--- src/hdl/lpsp_pkg.sv ---
// Package for the length-prefixed string parser.
// Holds widths, phase codes, character constants and the state/result structs.
// No dependencies.
package lpsp_pkg;

   localparam int COUNT_WIDTH = 32;
   localparam int OUT_WIDTH   = 32;
   localparam int CAP_WIDTH   = 16;
   localparam int MUL_WIDTH   = COUNT_WIDTH + 4;
   localparam int CMP_WIDTH   = (COUNT_WIDTH > CAP_WIDTH) ? COUNT_WIDTH : CAP_WIDTH;

   localparam logic [CAP_WIDTH-1:0]   CAPACITY_RESET = {CAP_WIDTH{1'b1}};
   localparam logic [COUNT_WIDTH-1:0] COUNT_MAX      = {COUNT_WIDTH{1'b1}};

   localparam logic [7:0] CHAR_DOLLAR = 8'h24;
   localparam logic [7:0] CHAR_LF     = 8'h0A;
   localparam logic [7:0] CHAR_ZERO   = 8'h30;
   localparam logic [7:0] CHAR_NINE   = 8'h39;

   localparam logic [2:0] PHASE_CODE_START   = 3'd0;
   localparam logic [2:0] PHASE_CODE_LENGTH  = 3'd1;
   localparam logic [2:0] PHASE_CODE_PAYLOAD = 3'd2;
   localparam logic [2:0] PHASE_CODE_DONE    = 3'd3;
   localparam logic [2:0] PHASE_CODE_ERROR   = 3'd4;

   typedef enum logic [4:0] {
      PH_START   = 5'b00001,
      PH_LENGTH  = 5'b00010,
      PH_PAYLOAD = 5'b00100,
      PH_DONE    = 5'b01000,
      PH_ERROR   = 5'b10000
   } phase_type;

   typedef struct packed {
      phase_type              phase;
      logic [COUNT_WIDTH-1:0] length_value;
      logic [COUNT_WIDTH-1:0] byte_count;
   } parse_state_type;

   typedef struct packed {
      logic [2:0]           phase;
      logic                 rejected;
      logic                 data_valid;
      logic [7:0]           data_byte;
      logic [OUT_WIDTH-1:0] data_index;
      logic                 overflow;
      logic [OUT_WIDTH-1:0] declared_size;
      logic [OUT_WIDTH-1:0] received_count;
      logic                 is_done;
   } result_type;

   function automatic logic [2:0] phase_code(input phase_type ph);
      logic [2:0] code;
      case (ph)
         PH_START:   code = PHASE_CODE_START;
         PH_LENGTH:  code = PHASE_CODE_LENGTH;
         PH_PAYLOAD: code = PHASE_CODE_PAYLOAD;
         PH_DONE:    code = PHASE_CODE_DONE;
         default:    code = PHASE_CODE_ERROR;
      endcase
      return code;
   endfunction

endpackage

--- src/hdl/length_prefixed_string_parser.sv ---
// Top level of the length-prefixed string parser: handshakes, state and result registers.
// Depends on lpsp_pkg and lpsp_step.
//
//   channel   direction  handshake              payload
//   req_      in         req_valid/req_ready    in_byte, chunk_end
//   rsp_      out        rsp_valid/rsp_ready    phase .. is_done (one result per byte)
//   csr_      in         csr_wr_en              capacity (16 bits)
//
// One byte per cycle unless rsp_ready stalls; result is valid the cycle after transfer.
// The parse state and result register update in the same cycle as the transfer.
// A new byte is taken whenever the result register is empty or being drained.
// Synchronous reset clears phase, length, count, rsp_valid; capacity returns to 65535.
module length_prefixed_string_parser (
   input  logic                                clock,
   input  logic                                reset,
   input  logic                                req_valid,
   output logic                                req_ready,
   input  logic [7:0]                          req_in_byte,
   input  logic                                req_chunk_end,
   output logic                                rsp_valid,
   input  logic                                rsp_ready,
   output logic [2:0]                          rsp_phase,
   output logic                                rsp_rejected,
   output logic                                rsp_data_valid,
   output logic [7:0]                          rsp_data_byte,
   output logic [lpsp_pkg::OUT_WIDTH-1:0]      rsp_data_index,
   output logic                                rsp_overflow,
   output logic [lpsp_pkg::OUT_WIDTH-1:0]      rsp_declared_size,
   output logic [lpsp_pkg::OUT_WIDTH-1:0]      rsp_received_count,
   output logic                                rsp_is_done,
   input  logic                                csr_wr_en,
   input  logic [lpsp_pkg::CAP_WIDTH-1:0]      csr_wr_data
);

   lpsp_pkg::parse_state_type           state_ff;
   lpsp_pkg::parse_state_type           state_in;
   lpsp_pkg::result_type                result_ff;
   lpsp_pkg::result_type                result_in;
   logic                                rsp_valid_ff;
   logic [lpsp_pkg::CAP_WIDTH-1:0]      capacity_ff;
   logic                                req_xfer;

   assign req_ready = !rsp_valid_ff || rsp_ready;
   assign req_xfer  = req_valid && req_ready;

   lpsp_step u_step (
      .state_cur (state_ff),
      .in_byte   (req_in_byte),
      .capacity  (capacity_ff),
      .state_nxt (state_in),
      .result    (result_in)
   );

   always_ff @(posedge clock) begin
      if (reset) begin
         state_ff.phase        <= lpsp_pkg::PH_START;
         state_ff.length_value <= '0;
         state_ff.byte_count   <= '0;
         rsp_valid_ff          <= 1'b0;
         capacity_ff           <= lpsp_pkg::CAPACITY_RESET;
      end else begin
         if (csr_wr_en) begin
            capacity_ff <= csr_wr_data;
         end
         if (req_xfer) begin
            state_ff     <= state_in;
            rsp_valid_ff <= 1'b1;
         end else if (rsp_ready) begin
            rsp_valid_ff <= 1'b0;
         end
      end
   end

   always_ff @(posedge clock) begin
      if (req_xfer) begin
         result_ff <= result_in;
      end
   end

   assign rsp_valid          = rsp_valid_ff;
   assign rsp_phase          = result_ff.phase;
   assign rsp_rejected       = result_ff.rejected;
   assign rsp_data_valid     = result_ff.data_valid;
   assign rsp_data_byte      = result_ff.data_byte;
   assign rsp_data_index     = result_ff.data_index;
   assign rsp_overflow       = result_ff.overflow;
   assign rsp_declared_size  = result_ff.declared_size;
   assign rsp_received_count = result_ff.received_count;
   assign rsp_is_done        = result_ff.is_done;

endmodule

--- src/hdl/lpsp_step.sv ---
// Next-state and result logic for one byte of the length-prefixed string parser.
// Depends on lpsp_pkg.
module lpsp_step (
   input  lpsp_pkg::parse_state_type         state_cur,
   input  logic [7:0]                        in_byte,
   input  logic [lpsp_pkg::CAP_WIDTH-1:0]    capacity,
   output lpsp_pkg::parse_state_type         state_nxt,
   output lpsp_pkg::result_type              result
);

   logic [lpsp_pkg::MUL_WIDTH-1:0]   len_ext;
   logic [lpsp_pkg::MUL_WIDTH-1:0]   len_scaled;
   logic [lpsp_pkg::MUL_WIDTH-1:0]   digit_ext;
   logic                             is_digit;
   logic                             over_cap;
   logic                             payload_end;

   assign is_digit  = (in_byte >= lpsp_pkg::CHAR_ZERO) && (in_byte <= lpsp_pkg::CHAR_NINE);
   assign len_ext   = lpsp_pkg::MUL_WIDTH'(state_cur.length_value);
   assign digit_ext = lpsp_pkg::MUL_WIDTH'(in_byte - lpsp_pkg::CHAR_ZERO);
   assign len_scaled = (len_ext << 3) + (len_ext << 1) + digit_ext;
   assign over_cap = lpsp_pkg::CMP_WIDTH'(state_cur.byte_count)
                     >= lpsp_pkg::CMP_WIDTH'(capacity);
   assign payload_end = state_cur.byte_count >= state_cur.length_value;

   always_comb begin
      state_nxt         = state_cur;
      result.rejected   = 1'b0;
      result.data_valid = 1'b0;
      result.data_byte  = 8'd0;
      result.data_index = '0;
      result.overflow   = 1'b0;
      case (state_cur.phase)
         lpsp_pkg::PH_START: begin
            if (in_byte == lpsp_pkg::CHAR_DOLLAR) begin
               state_nxt.phase = lpsp_pkg::PH_LENGTH;
            end else begin
               state_nxt.phase = lpsp_pkg::PH_ERROR;
               result.rejected = 1'b1;
            end
         end
         lpsp_pkg::PH_LENGTH: begin
            if (in_byte == lpsp_pkg::CHAR_LF) begin
               state_nxt.phase = lpsp_pkg::PH_PAYLOAD;
            end else if (is_digit) begin
               if (len_scaled > lpsp_pkg::MUL_WIDTH'(lpsp_pkg::COUNT_MAX)) begin
                  state_nxt.length_value = lpsp_pkg::COUNT_MAX;
               end else begin
                  state_nxt.length_value = len_scaled[lpsp_pkg::COUNT_WIDTH-1:0];
               end
            end
         end
         lpsp_pkg::PH_PAYLOAD: begin
            if (payload_end) begin
               state_nxt.phase = lpsp_pkg::PH_DONE;
            end else begin
               result.data_byte     = in_byte;
               result.data_index    = lpsp_pkg::OUT_WIDTH'(state_cur.byte_count);
               result.overflow      = over_cap;
               result.data_valid    = !over_cap;
               state_nxt.byte_count = state_cur.byte_count + 1'b1;
            end
         end
         default: begin
         end
      endcase
      result.phase          = lpsp_pkg::phase_code(state_nxt.phase);
      result.declared_size  = lpsp_pkg::OUT_WIDTH'(state_nxt.length_value);
      result.received_count = lpsp_pkg::OUT_WIDTH'(state_nxt.byte_count);
      result.is_done        = state_nxt.phase == lpsp_pkg::PH_DONE;
   end

endmodule
--- config.mk ---
export PLATFORM = sky130hd
export DESIGN_NAME = length_prefixed_string_parser
export DESIGN_NICKNAME = d
export VERILOG_FILES = /design/src/hdl/lpsp_pkg.sv /design/src/hdl/length_prefixed_string_parser.sv /design/src/hdl/lpsp_step.sv
export SDC_FILE = /design/constraint.sdc
export NUM_CORES = 1
export LEC_CHECK = 0
export ABC_AREA = 1
export BUFFER_PORTS_ARGS = -buffer_cell sky130_fd_sc_hd__buf_2
export CAP_MARGIN = 20
export CORE_MARGIN = 1
export CORE_UTILIZATION = 39
export CTS_BUF_LIST = sky130_fd_sc_hd__clkbuf_4 sky130_fd_sc_hd__clkbuf_8 sky130_fd_sc_hd__clkbuf_16
export CTS_CLUSTER_SIZE = 28
export DETAILED_ROUTE_END_ITERATION = 8
export SLEW_MARGIN = 15
export SYNTH_ARGS = -nofsm -noshare
export SYNTH_HDL_FRONTEND = slang
export SYNTH_SLANG_ARGS = --single-unit
--- constraint.sdc ---
create_clock -name clock -period 7.6 [get_ports clock]
set_input_delay 1.52 -clock clock [delete_from_list [all_inputs] [get_ports clock]]
set_output_delay 1.52 -clock clock [all_outputs]
set_load 0.05 [all_outputs]
; After elaboration in Yosys (flattened, before gate mapping)
; Index checks and enable logic that the tools add are counted.
[classes]
n_addsub = 4
n_lt_le_gt_ge = 5
n_eq_ne = 9
muxes = 14
bitwise_logic = 1
reduce_logical = 7
[ops]
columns = op, count
row1 = 32-bit two-way mux, 6
row2 = 35-bit by 33-bit adder with 36-bit output, 1
row3 = 36-bit adder, 1
row4 = 36-bit by 32-bit > comparator with 1-bit output (second input constant), 1
row5 = 32-bit by 1-bit adder with 32-bit output (second input constant), 1
row6 = 32-bit by 16-bit >= comparator with 1-bit output, 1
row7 = 32-bit >= comparator, 1
row8 = 5-bit two-way mux, 3
row9 = 5-bit one-hot mux with 3 select lines, 1
row10 = 3-bit one-hot mux with 4 select lines, 1
row11 = 5-bit by 1-bit equality test with 1-bit output (second input constant), 2
row12 = 5-bit by 2-bit equality test with 1-bit output (second input constant), 2
row13 = 5-bit by 3-bit equality test with 1-bit output (second input constant), 2
row14 = 8-bit by 6-bit subtractor with 9-bit output (second input constant), 1
row15 = 8-bit by 4-bit equality test with 1-bit output (second input constant), 1
row16 = 8-bit by 6-bit equality test with 1-bit output (second input constant), 1
row17 = 8-bit by 6-bit >= comparator with 1-bit output (second input constant), 1
row18 = 8-bit by 6-bit less-or-equal comparator with 1-bit output (second input constant), 1
row19 = 5-bit by 4-bit equality test with 1-bit output (second input constant), 1
row20 = 1-bit two-way mux, 3
row21 = 1-bit logical AND, 2
row22 = 1-bit logical NOT, 2
row23 = 2-bit nonzero test, 1
row24 = 2-bit OR reduction, 1
row25 = other kinds (2), 2
[totals]
ff_bits = 197
input_bits = 30
output_inout_bits = 113
elab_cells = 54

; Longest topological paths before layout
; Gate-level depths: netlist of run 1.
[depth]
ltp_word = 7
mapped_depth = 22
mapped_depth_nobuf = 22

; By module
; From an unflattened synthesis of run 1, not the netlist that was laid out.
[hier_totals]
hier_cells = 2002
hier_area_um2 = 14680.3
[modules_own_cells]
columns = module, instances, cells_per_inst, area_per_inst_um2, seq_area_each_um2
row1 = lpsp_step, 1, 1365, 7664.9, 0.0
row2 = length_prefixed_string_parser, 1, 637, 7015.5, 5054.8

; Least setup slack after synthesis of run 1
; No wires, ideal clock.
[synth_timing]
kind = in2reg
startpoint = input port rsp_ready
endpoint = register result_ff, in the netlist rsp_data_byte[0], enable pin
setup_time_ns = 0.519
t_arrival_ns = 5.779
t_required_ns = 7.081
path_slack_ns = 1.302
path_stages = 6
path_buffers = 2
cell_sequence = inv_1 > nand2_1 > nand2_1 > inv_1 > clkbuf_1 > clkbuf_1
[synth_between]
elab_chain_cells = 2
[synth_lines]
columns = element, line_no
row1 = "start, declared", length_prefixed_string_parser.sv:21  ; input logic rsp_ready,
row2 = 1-bit logical OR, length_prefixed_string_parser.sv:43  ; assign req_ready = !rsp_valid_ff || rsp_ready;
row3 = net req_ready, length_prefixed_string_parser.sv:17  ; output logic req_ready,
row4 = 1-bit logical AND, length_prefixed_string_parser.sv:44  ; assign req_xfer = req_valid && req_ready;
row5 = net req_xfer, length_prefixed_string_parser.sv:41  ; logic req_xfer;
row6 = "end signal, assigned", length_prefixed_string_parser.sv:76  ; result_ff <= result_in;
row7 = "end, declared", length_prefixed_string_parser.sv:37  ; lpsp_pkg::result_type result_ff;
; The timed path passes the listed nets, and every way through them passes these cells.
; A chain may end at the register's enable or synchronous reset.

==> results of run 1 <==
-- logic make-up (layout without fill, tap and decap cells) --
logic type,after synthesis,in the layout,synth area share
simple gates,787,787,0.254
buf+inv,340,474,0.101
compound gates,254,254,0.102
flops,197,197,0.387
fa+ha+maj,120,120,0.133
xor+xnor,36,36,0.0241
-- power breakdown --
group | switching (W) | internal (W) | total [W]
clock | 0.000444 | 0.000466 | 0.000910
sequential | 0.0000667 | 0.00121 | 0.00127
combinational | 0.000589 | 0.000243 | 0.000832
-- cells in the final DEF, fill, tap and decap left out, drive strengths merged, types with 43 or more instances in the layout --
| cell type | Yosys | final |
|---|---|---|
| nand3 | 90 | 90 |
| o21ai | 97 | 97 |
| inv | 293 | 300 |
| nor2 | 145 | 145 |
| edfxtp | 111 | 111 |
| a21oi | 143 | 143 |
| nand4 | 43 | 43 |
| ha | 89 | 89 |
| buf | 17 | 149 |
| dfxtp | 86 | 86 |
| nand2 | 465 | 465 |
-- sequential cells by signal, indices dropped and copies added, names as in the netlist, 3 cells and up --
| register | count |
|---|---|
| rsp_data_byte | 8 |
| rsp_declared_size | 32 |
| state_ff | 69 |
| rsp_received_count | 32 |
| rsp_phase | 3 |
| capacity_ff | 16 |
| rsp_data_index | 32 |
-- cell type report --
cell class                      instances  area share
Multi-Input combinational cell       1197       0.454
Sequential cell                       197       0.342
Inverter                              293      0.0747
Timing Repair Buffer                  149      0.0532
Tap cell                              442      0.0374
Clock buffer                           18      0.0293
Clock inverter                         14     0.00939
-- through the flow --
step | utilization | std cells
2_1_floorplan | - | 1734
3_3_place_gp | 0.432 | 2277
3_5_place_dp | 0.432 | 2277
4_1_cts | 0.450 | 2309
5_1_grt | 0.451 | 2310
6_report | 0.451 | 2310
-- per-layer routing --
layer,track usage,routed length [um],vias to the layer above
met5,0,0,-
met4,0.0691,686,0
met3,0.0236,1410,40
met2,0.358,16700,278
met1,0.294,17000,5367
li1,-,-,5847
-- worst max-delay path, stage by stage --
cell,delay [ns]
buf_2,0.12
nor2_1,0.24
inv_1,0.15
nor2_2,0.09
buf_4,0.39
fa_1,0.51
ha_1,0.36
nand2_1,0.14
inv_1,0.08
a21oi_1,0.19
nand2_1,0.13
nand2_1,0.08
nand2_1,0.15
nand2_1,0.16
nand2_1,0.07
nand2_1,0.08
nand2_1,0.10
a21oi_4,0.59
nand4_1,0.19
nand2_1,0.21
inv_1,0.06
-- final timing paths --
kind,endpoint,slack [ns],depth (start not counted)
max,rsp_declared_size[15],2.17,21
min,capacity_ff[13],0.47,2
max reg2reg,rsp_declared_size[15],3.76,16
min reg2reg,capacity_ff[13],0.47,2
==> results by group, run 1 <==
Power
  • Maximum vdd drop: 139 uV
  • PwrDens: 204 nW/um^2
  • Total power: 0.00301 W
  • Leak: 7.41 nW

Clock tree
  • Clock Latency Late Sink: 0.45 ns
  • Clk sinks: 197
  • CTS tree: done
  • Worst-path clk slew: 0.08 ns
  • CTS resizes: 0
  • Post-CTS Setup Bufs: 0
  • Root Driver: clkbuf_16
  • H-tree levels: 4
  • CTS Hold Bufs: 0
  • Clock Tree Buf Depth: 2
  • Number of CTS-inserted buffers: 17

Critical path
  • Startpoint types: input pin
  • RR Startpoint: state_ff[32]
  • Worst setup EP type: register
  • Crit path from: req_in_byte[7]
  • Crit path kind: in -> reg
  • Arrival time worst endpoint: 5.64 ns
  • Crit-path max FO: 27
  • Required @ worst endpoint: 7.81 ns

Timing
  • Hold Violations, Final: 0
  • Peak Freq: 184 MHz
  • Post-route minimum period: 5.43 ns
  • Setup TNS: 0 ns
  • Fin. max-slew vios: 0
  • Setup ws final: 2.17 ns
  • Setup Viol. Count Final: 0
  • Clock Skew: 0.0188 ns
  • RSZ-0062 raised after global routing: no
  • Worst Tran Pin Value: 1.08 ns
  • Rel. slew slack: 0.279
  • Final period util: 0.715
  • Min Hold Slack: 0.469 ns

Floorplanning
  • DIE HEIGHT: 185 um
  • DIE AREA: 34300 sq um
  • # IOs: 143
  • Total core area: 32800 sq um
  • # rows: 66
  • Die Span X: 185 um
  • Initial cell density of the core: 0.399

Synthesis
  • Seq/Total Area, Yosys: 0.387
  • FF+latch count, synth: 197
  • Largest cells by area after synthesis: edfxtp_1 25%, nand2_1 13%, dfxtp_1 13%
  • Largest area contributor in the netlist: edfxtp_1
  • YS warnings: 0
  • Proportion of netlist area held by the largest area contributor: 0.255
  • Most frequent cells after synthesis: 463 x nand2_1, 292 x inv_1, 142 x nor2_1
  • EDFF count, synth: 111
  • Syn_nets: 1884
  • Syn Area/Cell: 7.54 sq um
  • Ys flop type: edfxtp_1
  • Fraction of registers with async set/reset: 0
  • Synth Instances: 1734
  • Distinct cells, synth: 42
  • Mapped Area: 13100 sq um
  • Top-count cell post-synth: nand2_1

GRT
  • Vias in the first global route: 11074
  • Antenna violations before repair: 0
  • Grt total ovfl: 0
  • Largest net degree at the start of global routing: 134
  • Tot GR Track Use: 0.216
  • First-pass GRT wire length: 57700 um

Final layout
  • Multi-input logic area: 6710 sq um
  • Cell area after layout: 14800 sq um
  • Area Growth Syn to Fin: 13.1%
  • FF/Latch Area: 5050 sq um
  • Layout Nets: 2005
  • Layout cell share with drive strength beyond 1: 0.108
  • Filler instances: 3332
  • N_diodes: 0

Hold path
  • Hold/Removal Path Class: reg -> reg
  • Hold_sp: capacity_ff[13]

Route
  • Via density: 4.99
  • WL final: 35800 um
  • First drt pass iteration count: 7
  • Detailed-route DRC error count: 0
  • Violation count after the first detailed-route iteration: 865
  • Drt wl/cell: 15.5 um
  • DR vias: 11532
  • Detail Route Antenna Nets: 0

Place
  • RePlAce Congestion: 0.941
  • Pre-CTS WS: 1.76 ns
  • DP Wirelength: 27300 um
  • Post-Place Cell Area: 14200 sq um
  • Port Buffers: 141

Job
  • Max_cap viols: 0

Status
  • Status: finished, final reports clean
(Power assumes the default switching activity.)
==> run 2: changes to the inputs <==
Clock period 7.6 ns to 5.3 ns, I/O delays scaled along.
==> run 2 against run 1 <==
  * Die area did not move
  * Clock-buffer cell count shrank 1
  * Total power grew 45%
  * Final cell count barely moved
  * Via count is 0.52% lower
  * Utilization rose by 0.16 points
  * Global-route usage is 0.60 points lower
  * Setup slack lost 1.4 ns
  * Sequential share of layout area decreased by 0.12 points
  * Non-clock buffer count increased by 2
  * Cell area rose by 0.35%
  * Flip-flop and latch count did not move
  * Critical path type unchanged
  * Largest cell class unchanged
  * Highest routed layer unchanged
==> results by group, run 2 (synthesized netlist as in run 1, its figures left out) <==
Route
  • Via density: 4.96 (-0.61%)
  • First drt pass iteration count: 5 (-2)
  • WL final: 35300 um (-1.3%)
  • Detail Route Antenna Nets: 0 (unchanged)
  • DR vias: 11472 (-0.52%)
  • Violation count after the first detailed-route iteration: 763 (-12%)
  • Drt wl/cell: 15.3 um (-1.4%)
  • Detailed-route DRC error count: 0 (unchanged)

Power
  • Total power: 0.00436 W (+45%)
  • Leak: 7.43 nW (+0.24%)
  • PwrDens: 294 nW/um^2 (+44%)
  • Maximum vdd drop: 217 uV (+56%)

Final layout
  • N_diodes: 0 (unchanged)
  • Filler instances: 3344 (+0.36%)
  • Max reg flops: 69 (unchanged)
  • Biggest register: state_ff
  • Layout cell share with drive strength beyond 1: 0.109 (+0.00149)
  • Most frequent cells in the layout: 463 x nand2_1, 291 x inv_1, 141 x nor2_1, 141 x buf_2, 139 x a21oi_1
  • Most common cell after layout, fill and taps aside: nand2_1
  • Cell area after layout: 14800 sq um (+0.35%)
  • Area Growth Syn to Fin: 13.5%
  • Layout Nets: 2007 (+0.10%)

Floorplanning
  • Total core area: 32800 sq um (unchanged)
  • # IOs: 143 (unchanged)
  • Initial cell density of the core: 0.399 (unchanged)
  • Die Span X: 185 um (unchanged)
  • # rows: 66 (unchanged)
  • DIE AREA: 34300 sq um (unchanged)
  • DIE HEIGHT: 185 um (unchanged)

GRT
  • Grt total ovfl: 0 (unchanged)
  • Vias in the first global route: 10826 (-2.2%)
  • Tot GR Track Use: 0.210 (-0.00604)
  • Antenna violations before repair: 0 (unchanged)
  • First-pass GRT wire length: 56100 um (-2.8%)
  • Largest net degree at the start of global routing: 118 (-12%)

Critical path
  • Crit path kind: in -> reg
  • Crit-path max FO: 27 (unchanged)
  • RR Startpoint: state_ff[32]
  • Slowest stage delay, CP: 0.46 ns (-0.13 ns)
  • Reg2Reg Depth: 17 (+1)
  • Most Frequent Cell on Critical Path: nand2_1
  • Crit path from: req_in_byte[7]
  • Critical-path cell list: buf_2, nor2_1, inv_1, nor2_2, buf_12, fa_1, ha_1, nand2_1, inv_1, a21oi_1, nand2_1, nand2_1, nand2_1, nand2_1, nand2_1, nand2_1, nand2_1, a21oi_4, buf_4, nand4_1, nand2_1, inv_1
  • Worst setup EP type: register
  • Reg2Reg Capture Point: rsp_declared_size[17]
  • Cell family with most CP delay: simple AND/OR/NAND/NOR gates
  • Startpoint types: input pin
  • Buf/Inv on CP: 6 (+1)
  • Arrival time worst endpoint: 4.74 ns (-0.90 ns)
  • Reg-to-reg slack, setup: 1.70 ns (-2.06 ns)
  • Worst Setup EP: rsp_declared_size[17]
  • Required @ worst endpoint: 5.50 ns (-2.31 ns)
  • Levels on crit path: 22 (+4.8%)
  • Slowest CP cell: fa_1

Place
  • Pre-CTS WS: 0.378 ns (-1.38 ns)
  • RePlAce Congestion: 0.919 (-2.4%)
  • DP Wirelength: 27200 um (-0.26%)
  • Port Buffers: 141 (unchanged)
  • Post-Place Cell Area: 14200 sq um (+0.34%)

Clock tree
  • Clock Tree Buf Depth: 2 (unchanged)
  • Clk sinks: 197 (unchanged)
  • CTS resizes: 0 (unchanged)
  • Number of CTS-inserted buffers: 17 (unchanged)
  • Worst-path clk slew: 0.08 ns (about the same)
  • Root Driver: clkbuf_16
  • CTS Hold Bufs: 0 (unchanged)
  • CTS tree: done
  • H-tree levels: 4 (unchanged)
  • Clock Latency Late Sink: 0.45 ns (about the same)
  • Post-CTS Setup Bufs: 0 (unchanged)

Timing
  • Peak Freq: 220 MHz
  • Setup ws final: 0.761 ns (-1.41 ns)
  • Setup Viol. Count Final: 0 (unchanged)
  • Final period util: 0.856
  • Clock Skew: 0.0153 ns (-0.00345 ns)
  • Worst Tran Pin Value: 1.04 ns (-0.0395 ns)
  • RSZ-0062 raised after global routing: no
  • Setup TNS: 0 ns (unchanged)
  • Post-route minimum period: 4.54 ns
  • Min Hold Slack: 0.469 ns (+0.000667 ns)
  • Hold Violations, Final: 0 (unchanged)
  • Rel. slew slack: 0.305 (+0.0263)
  • Fin. max-slew vios: 0 (unchanged)

Hold path
  • Hold/Removal Path Class: reg -> reg

Job
  • Max_cap viols: 0 (unchanged)

Status
  • Status: finished, final reports clean
-- run 2: stage by stage --
stage	std cells	utilization
floorplan	1734	-
global placement	2280	0.434
detailed placement	2280	0.434
CTS	2312	0.452
global route	2312	0.452
finish	2312	0.452
-- run 2: cell type report --
class / count / area [sq um] / area share
clock buffers: 17 / 425 / 0.0287
repair buffers: 151 / 806 / 0.0543
inverters: 293 / 1100 / 0.0745
clock inverters: 15 / 178 / 0.0120
multi-input cells: 1197 / 6710 / 0.453
flip-flops and latches: 197 / 5050 / 0.341
well taps: 442 / 553 / 0.0373
-- run 2: how the worst min path moves through the flow --
stage                   startpoint        endpoint  slack (ns)  depth (start not counted)
floorplan           capacity_ff[0]  capacity_ff[0]        0.43                          2
finish              capacity_ff[0]  capacity_ff[0]        0.47                          2
global placement    capacity_ff[7]  capacity_ff[7]        0.46                          2
global route        capacity_ff[0]  capacity_ff[0]        0.49                          2
CTS                 capacity_ff[0]  capacity_ff[0]        0.47                          2
detailed placement  capacity_ff[0]  capacity_ff[0]        0.47                          2
-- run 2: report_power, final --
part           leakage [nW]  internal [W]  switching (W)
clock network         0.290      0.000679       0.000661
logic                  5.31      0.000354       0.000839
registers              1.83       0.00173      0.0000954
total                  7.43       0.00276        0.00159
-- run 2: per-layer routing --
metal  vias to the layer above  share of wire  GRT usage
li1                       5848              -          -
met1                      5350           0.48      0.286
met2                       244           0.47      0.353
met3                        30          0.032     0.0232
met4                         0          0.015     0.0549
met5                         -              0          0
-- run 2: worst min-delay path: cells and delay by family (launching register included) --
family / cells / cell delay, ns
AOI/OAI and AO/OA: 1 / 0.06
buffers and inverters: 1 / 0.05
DFF: 1 / 0.32
